<file path="src/rtl/nearest_target_snap_with_hysteresis_defines.svh">
// ----------------------------------------------------------------------------
// nearest_target_snap_with_hysteresis_defines
// Assertion macros shared by the snap engine files.
// ----------------------------------------------------------------------------
`ifndef NEAREST_TARGET_SNAP_WITH_HYSTERESIS_DEFINES_SVH
`define NEAREST_TARGET_SNAP_WITH_HYSTERESIS_DEFINES_SVH

// same-cycle implication, held off while in reset
`define NTSH_ASSERT_NOW(label, clk, rstn, ante, cons, msg) \
    label: assert property (@(posedge clk) disable iff (!(rstn)) (ante) |-> (cons)) \
        else $error(msg);

// next-cycle implication, held off while in reset
`define NTSH_ASSERT_NEXT(label, clk, rstn, ante, cons, msg) \
    label: assert property (@(posedge clk) disable iff (!(rstn)) (ante) |=> (cons)) \
        else $error(msg);

`endif

</file>
<file path="src/rtl/ntsh_dist.sv">
// ----------------------------------------------------------------------------
// ntsh_dist
// Shared distance unit: registered unsigned magnitude of x - y for signed ticks.
// ----------------------------------------------------------------------------
`timescale 1ns / 1ps

module ntsh_dist #(
    parameter int TICK_BITS = 48
) (
    input  logic                 aclk,
    input  logic                 en,
    input  logic [TICK_BITS-1:0] x,
    input  logic [TICK_BITS-1:0] y,
    output logic [TICK_BITS-1:0] d_reg
);

    logic [TICK_BITS:0] diff_xy;
    logic [TICK_BITS:0] diff_yx;

    // both differences in parallel, one extra bit for the sign
    assign diff_xy = {x[TICK_BITS-1], x} - {y[TICK_BITS-1], y};
    assign diff_yx = {y[TICK_BITS-1], y} - {x[TICK_BITS-1], x};

    // pick the non-negative one; the magnitude always fits the tick width
    always_ff @(posedge aclk) begin
        if (en) begin
            d_reg <= diff_xy[TICK_BITS] ? diff_yx[TICK_BITS-1:0] : diff_xy[TICK_BITS-1:0];
        end
    end

endmodule

</file>
<file path="config.mk">
export PLATFORM = sky130hd
export DESIGN_NAME = ntsh_dist
export DESIGN_NICKNAME = d
export VERILOG_FILES = /design/src/rtl/nearest_target_snap_with_hysteresis_defines.svh /design/src/rtl/ntsh_dist.sv
export SDC_FILE = /design/constraint.sdc
export NUM_CORES = 1
export LEC_CHECK = 0
export BUFFER_PORTS_ARGS = -buffer_cell sky130_fd_sc_hd__buf_4
export CORE_UTILIZATION = 54
export CTS_CLUSTER_DIAMETER = 200
export DETAILED_ROUTE_END_ITERATION = 16
export GPL_ROUTABILITY_DRIVEN = 0
export PLACE_DENSITY_LB_ADDON = 0.3
export SLEW_MARGIN = 40
export SYNTH_ARGS = -nofsm -noshare
export SYNTH_HDL_FRONTEND = slang
export SYNTH_SLANG_ARGS = --single-unit
</file>
<file path="constraint.sdc">
create_clock -name aclk -period 9.22 [get_ports aclk]
set_input_delay 1.383 -clock aclk [delete_from_list [all_inputs] [get_ports aclk]]
set_output_delay 1.383 -clock aclk [all_outputs]
set_load 0.01 [all_outputs]
</file>
# Word-level counts from Yosys, hierarchy flattened
# Cells that the tools add are included.
# totals
regBits	48
latch_bits	0
mem_bits_rw	0
rom_bits	0
in_bits	98
out_inout_bits	48
elab_cells	4
memories	0
# classes
add_sub_neg	2
multipliers	0
n_div	0
n_lt_le_gt_ge	0
n_eq_ne	0
shift	0
mux	1
bitwise_logic	0
n_reduce_logical	0
# ops
operator	count
$sub 48x48->49	1
$mux 48	1
$sub 48x48->48	1

# Longest topological paths before layout
# Gate-level depths: netlist (run 1).
# logic_depth
word_depth	2
depth_mapped	15
ltp_nobuf	13

# Worst setup path before layout (run 1)
# Ideal clock, no wire load.
# synth_path
path_kind	input port to flip-flop
startpoint	input port x[0]
endpoint	register d_reg[32] (data pin)
setup_time_ns	0.270
t_arrival_ns	3.953
required_time_ns	8.950
setup_slack_ns	4.997
path_stages	14
n_path_buf	1
path_cell_list	inv_1 > ha_1 > fa_1 > nand2b_1 > a21oi_1 > o21ai_1 > a21oi_1 > a31oi_1 > o2111a_1 > or2_1 > buf_6 > mux2_4 > o41ai_2 > xor2_1
# synth_between
elab_chain_cells	2
word_cells_on_any_way	3
cone_classes	add/sub: 2; mux: 1
# synth_lines
element	line	rtl
start, declared	ntsh_dist.sv:12	input logic [TICK_BITS-1:0] x,
$sub 48x48->49 / $sub 48x48->48 (equally long branches)	ntsh_dist.sv:21, ntsh_dist.sv:22	
$mux 48 *	ntsh_dist.sv:27	d_reg <= diff_xy[TICK_BITS] ? diff_yx[TICK_BITS-1:0] : diff_xy[TICK_BITS-1:0];
end signal, assigned	ntsh_dist.sv:27	
end, declared	ntsh_dist.sv:14	output logic [TICK_BITS-1:0] d_reg
# Mark *: on every way between the ends. The rest lies on a longest branch, timed or not.
# A chain may end at the register's enable or synchronous reset.

# Final worst setup path (run 1)
# layout_path
startpoint	input port y[2]
endpoint	register d_reg[47] (data pin)
# layout_between
elab_chain_cells	2
word_cells_on_any_way	3
cone_classes	add/sub: 2; mux: 1
# layout_lines
element	line	rtl
start, declared	ntsh_dist.sv:13	input logic [TICK_BITS-1:0] y,
$sub 48x48->49 / $sub 48x48->48 (equally long branches)	ntsh_dist.sv:21, ntsh_dist.sv:22	
$mux 48 *	ntsh_dist.sv:27	
# Marked as above.

==> flow_summary.yaml, run 1 <==
status:
  status: "completed"
synthesis:
  synth_area_sq_um: 6840
  synthFlopType: "edfxtp_1"
  ys_ff_latch: 48
  yosysUniqueCellTypes: 65
  yosys_warnings: 0
  synth_nets: 1067
  ys_async_sr_fraction_pct: 0
  ys_seq_area_share_pct: 21.1
  avgSynthCellArea_sq_um: 7.85
  netlist_instances: 872
  synth_edf_count: 48
job:
  cap_violations: 0
setup_path:
  criticalPathCategory: "input pin to register"
  required_ns: 9.27
  cp_max_fo: 7
  cp.buffers_inverters: 2
  startpoint_type: "input pin"
  cp.arrival_ns: 4.85
  crit_slowest_cell: "o41ai_1"
  crit_path_end_kind: "register"
  max_stage_delay_ns: 0.70
  cp_top_family: "compound AO/OA/AOI/OAI gates"
  cp_cell_sequence: "buf_4, inv_1, ha_1, nor2_1, a211oi_1, o41ai_2, o31ai_1, a21oi_1, o41ai_1, a221oi_1, o21ai_0, o211ai_1, and3_1"
sta:
  worst_slew_pin_slew_ns: 0.810
  timing.final.crit_share_pct: 52.0
  final-setup-viol-count: 0
  fin_tns_setup_ns: 0
  rsz0062_at_grt: "no"
  slew_headroom_pct: 45.3
  final_hold_viol_count: 0
  fmax_ghz: 0.209
  slew_violations: 0
  min_period_ns: 4.79
route:
  vias: 6735
  first_pass_iters: 5
  vias_per_cell: 5.83
  drt_iter0_drc: 450
  routed_wl_mm: 18.4
  wire_per_inst_um: 15.9
  drc: 0
  ant_nets: 0
cts:
  post_cts_buffers: 0
  h-tree-depth: 2
  cts_tree: "yes"
  post_cts_resize_count: 0
  hold_buffers: 0
  numCtsBuffers: 5
  path_clk_slew_ns: 0.06
  cts.sink_count: 48
  ctsRootBufferMaster: "clkbuf_16"
  cts.path.max_buffers: 2
power:
  power_density_nw_per_um2: 136
  internal_power_mw: 0.685
  switching_share_pct: 38.1
  power_frac_seq_pct: 29.3
  clkPwrFrac_pct: 20.0
  p_switching_mw: 0.422
  power.leakage_nw: 3.98
  ir_drop_uv: 63.4
  p_comb_share_pct: 50.7
placement:
  place_hpwl_mm: 14.7
  placed_area_sq_um: 7960
  placedCellCount: 1148
  io_buffers: 145
global_route:
  grt_pass1_vias: 6385
  grt.overflow.total: 0
  antenna_found_initial: 0
  grt_max_degree: 49
  grt_pass1_wl_mm: 30.1
  grt.total_usage_pct: 28.5
min_path:
  hp-class: "input pin to register"
layout:
  finalNonFillerCells: 1156
  layout_commonest_cell: "buf_4"
  final_cell_area_sq_um: 8130
  mostFrequentLayoutCells: "buf_4, a21oi_1, inv_1"
  drive_gt1_share_pct: 17.3
  n_antenna_cell: 0
  area_delta_synth_final_pct: 18.7
  largest_reg_flops: 48
  final_nets: 1182
die:
  pin_count: 146
  die_w_um: 115
  fp.dieArea_sq_um: 13100
  initial_core_util_pct: 56.3
  num_rows: 40
  die_h_um: 115
  core_area_sq_um: 12200
## cells in the mapped netlist, types with 6 or more instances
| cell | number | area, sq um |
|---|---|---|
| a21oi_1 | 119 | 596 |
| inv_1 | 108 | 405 |
| ha_1 | 95 | 1190 |
| nand2_1 | 63 | 236 |
| o21ai_0 | 55 | 275 |
| nor2_1 | 49 | 184 |
| edfxtp_1 | 48 | 1440 |
| a21o_1 | 39 | 293 |
| xnor2_1 | 27 | 236 |
| buf_2 | 21 | 105 |
| mux2i_1 | 21 | 210 |
| o21bai_1 | 18 | 135 |
| xor2_1 | 18 | 158 |
| nand3_1 | 14 | 70.1 |
| nand4_1 | 14 | 87.6 |
| clkbuf_1 | 12 | 45.0 |
| o21a_1 | 12 | 90.1 |
| o211ai_1 | 11 | 82.6 |
| nand2b_1 | 10 | 62.6 |
| a211oi_1 | 8 | 60.1 |
| nor2b_1 | 7 | 43.8 |
| nor3_1 | 7 | 35.0 |
| o21ai_1 | 6 | 30.0 |
## power groups by stage
stage	Sequential [mW]	Combinational, mW	Clock, mW
2_1_floorplan	0.352	0.337	0
3_3_place_gp	0.329	0.546	0
3_5_place_dp	0.329	0.554	0
4_1_cts	0.325	0.558	0.220
5_1_grt	0.329	0.616	0.230
6_report	0.324	0.562	0.221
## worst min-delay path, cell delays in order
cell	delay, ns
buf_4	0.09
ha_1	0.11
inv_1	0.03
## cells by family after synthesis
group                      synth area share, %
AOI/OAI and AO/OA                         29.5
xor gates and xnor gates                  5.76
adders and majority gates                 18.0
buffers and inverters                     8.83
DFF                                       21.1
muxes                                     3.62
and+or+nand+nor                           13.3
## worst paths after layout
path,cells past startpoint,to,from
setup / recovery,13,d_reg[47],y[2]
hold / removal,3,d_reg[0],x[0]
## through the flow
step	util (%)	hold WS, ns	power, mW	worst slack (ns)
CTS	66.8	1.49	1.10	4.59
global route	66.8	1.50	1.17	4.33
floorplan	-	1.50	0.689	5.00
finish	66.8	1.48	1.11	4.43
detailed placement	65.5	1.79	0.882	4.28
global placement	65.4	1.78	0.876	4.15
## per-layer routing
metal	GRT usage, %	wire [um]	share of wire, %	vias to the layer above
li1	-	-	-	3337
met1	37.5	7900	43	3052
met2	48.4	8570	47	312
met3	3.44	1460	8.0	34
met4	9.26	425	2.3	0
met5	0	0	0	-
## final cells by class
cell class / count / area (sq um)
Clock inverter: 2 / 35.0
Fill cell: 1058 / 4040
Multi-Input combinational cell: 677 / 4800
Inverter: 108 / 405
Tap cell: 168 / 210
Timing Repair Buffer: 147 / 1100
Sequential cell: 48 / 1440
Clock buffer: 6 / 129
No activity file was read; power rests on OpenSTA's default activity.
==> inputs of run 2 (changes only) <==
- CORE_UTILIZATION: 54 -> 52
- clock period: 9.22 -> 4 ns (I/O delays scaled with it)
==> run 2 against run 1 <==
Routed wire length increased by 3.7%. Cell area up 3.4%. Global-route usage is 0.67 points lower. Die area grew 3.8%. Sequential cell count unchanged. Core utilization decreased by 0.76 points. Non-clock buffer count up 35. Total power is 140% higher. Sequential power grew 130%. Clock power grew 130%. First-iteration DRC count increased by 34%. Critical endpoint is now d_reg[16]. Largest cell class unchanged.
==> flow_summary.yaml, run 2 (synthesis gave the netlist of run 1 again) <==
min_path:
  hp-class: "input pin to register"
  hold_depth: 3
setup_path:
  required_ns: 4.05
  criticalPathCategory: "input pin to register"
  cp_cell_sequence: "buf_4, ha_1, fa_1, nand2b_1, a21oi_1, o21ai_1, a21oi_1, a31oi_1, o2111a_1, or2_2, buf_4, mux2i_1, o2bb2ai_1, xnor2_1"
  crit_path_end_kind: "register"
  cp.arrival_ns: 3.78
  cp.buffers_inverters: 2
  worst-path-stages: 14
  cp_max_fo: 9
  max_stage_delay_ns: 0.38
  cp_top_family: "compound AO/OA/AOI/OAI gates"
  crit_slowest_cell: "fa_1"
  startpoint_type: "input pin"
power:
  power_frac_seq_pct: 28.9
  clkPwrFrac_pct: 19.1
  p_comb_share_pct: 52.0
  internal_power_mw: 1.63
  power_density_nw_per_um2: 311
  p_switching_mw: 0.990
  power.leakage_nw: 4.16
  switching_share_pct: 37.9
  ir_drop_uv: 178
layout:
  fin_util_pct: 66.1
  n_fill_cell: 1120
  n_antenna_cell: 0
  layout_commonest_cell: "buf_4"
  drive_gt1_share_pct: 20.1
  mostFrequentLayoutCells: "buf_4, a21oi_1, inv_1"
  final_nets: 1217
  area_delta_synth_final_pct: 22.8
  largest_reg_flops: 48
die:
  die_w_um: 117
  die_h_um: 117
  fp.dieArea_sq_um: 13600
  pin_count: 146
  core_area_sq_um: 12700
  initial_core_util_pct: 53.8
  num_rows: 41
sta:
  slew_violations: 0
  final_hold_viol_count: 0
  timing.final.crit_share_pct: 93.4
  fin_tns_setup_ns: 0
  worst_slew_pin_slew_ns: 0.677
  slew_headroom_pct: 54.9
  rsz0062_at_grt: "no"
  fmax_ghz: 0.268
  final-setup-viol-count: 0
  min_period_ns: 3.73
global_route:
  antenna_found_initial: 0
  grt_pass1_vias: 6409
  grt.total_usage_pct: 27.8
  grt.overflow.total: 0
  grt_pass1_wl_mm: 30.0
  grt_max_degree: 49
cts:
  numCtsBuffers: 5
  cts.sink_count: 48
  post_cts_buffers: 0
  path_clk_slew_ns: 0.07
  cts.path.max_buffers: 2
  cts_tree: "yes"
  hold_buffers: 0
  h-tree-depth: 2
  post_cts_resize_count: 0
  ctsRootBufferMaster: "clkbuf_16"
route:
  routed_wl_mm: 19.0
  vias: 7016
  drt_iter0_drc: 602
  ant_nets: 0
  first_pass_iters: 7
  wire_per_inst_um: 15.9
  vias_per_cell: 5.87
  drc: 0
job:
  cap_violations: 0
placement:
  io_buffers: 145
  place_hpwl_mm: 15.5
status:
  status: "completed"
-- run 2: cell type report --
class | instances | area, sq um | area share, %
clock inverter | 2 | 35.0 | 0.417
multi-input combinational | 677 | 4800 | 57.1
timing repair buffer | 182 | 1380 | 16.4
sequential | 48 | 1440 | 17.2
clock buffer | 6 | 129 | 1.53
tap | 172 | 215 | 2.56
inverter | 108 | 405 | 4.82
-- run 2: worst paths after layout --
check	from	end	slack, ns
setup / recovery	y[0]	d_reg[16]	0.27
hold / removal	x[0]	d_reg[0]	0.70
-- run 2: per-stage QoR --
stage / hold slack [ns] / std cells / setup WS, ns / total power, mW / cell area (sq um)
finish: 0.698 / 1195 / 0.266 / 2.62 / 8400
global route: 0.723 / 1195 / 0.0716 / 2.76 / 8400
CTS: 0.700 / 1195 / 0.314 / 2.60 / 8400
detailed placement: 1.00 / 1187 / 0.0120 / 2.10 / 8240
global placement: 0.999 / 1187 / 0.117 / 2.09 / 8240
floorplan: 0.712 / 872 / 0.560 / 1.59 / 6840
-- run 2: routing by layer --
layer  part of all wire [%]  GRT usage (%)
met1                     43           37.1
met2                     47           47.7
met3                    8.5           3.22
met4                    1.6           7.00
met5                      0              0
-- run 2: power by group through the flow --
| stage | sequential (mW) | combinational (mW) | clock, mW |
|---|---|---|---|
| floorplan | 0.811 | 0.777 | 0 |
| global placement | 0.768 | 1.32 | 0 |
| detailed placement | 0.764 | 1.34 | 0 |
| CTS | 0.756 | 1.34 | 0.498 |
| global route | 0.767 | 1.48 | 0.511 |
| finish | 0.757 | 1.36 | 0.499 |
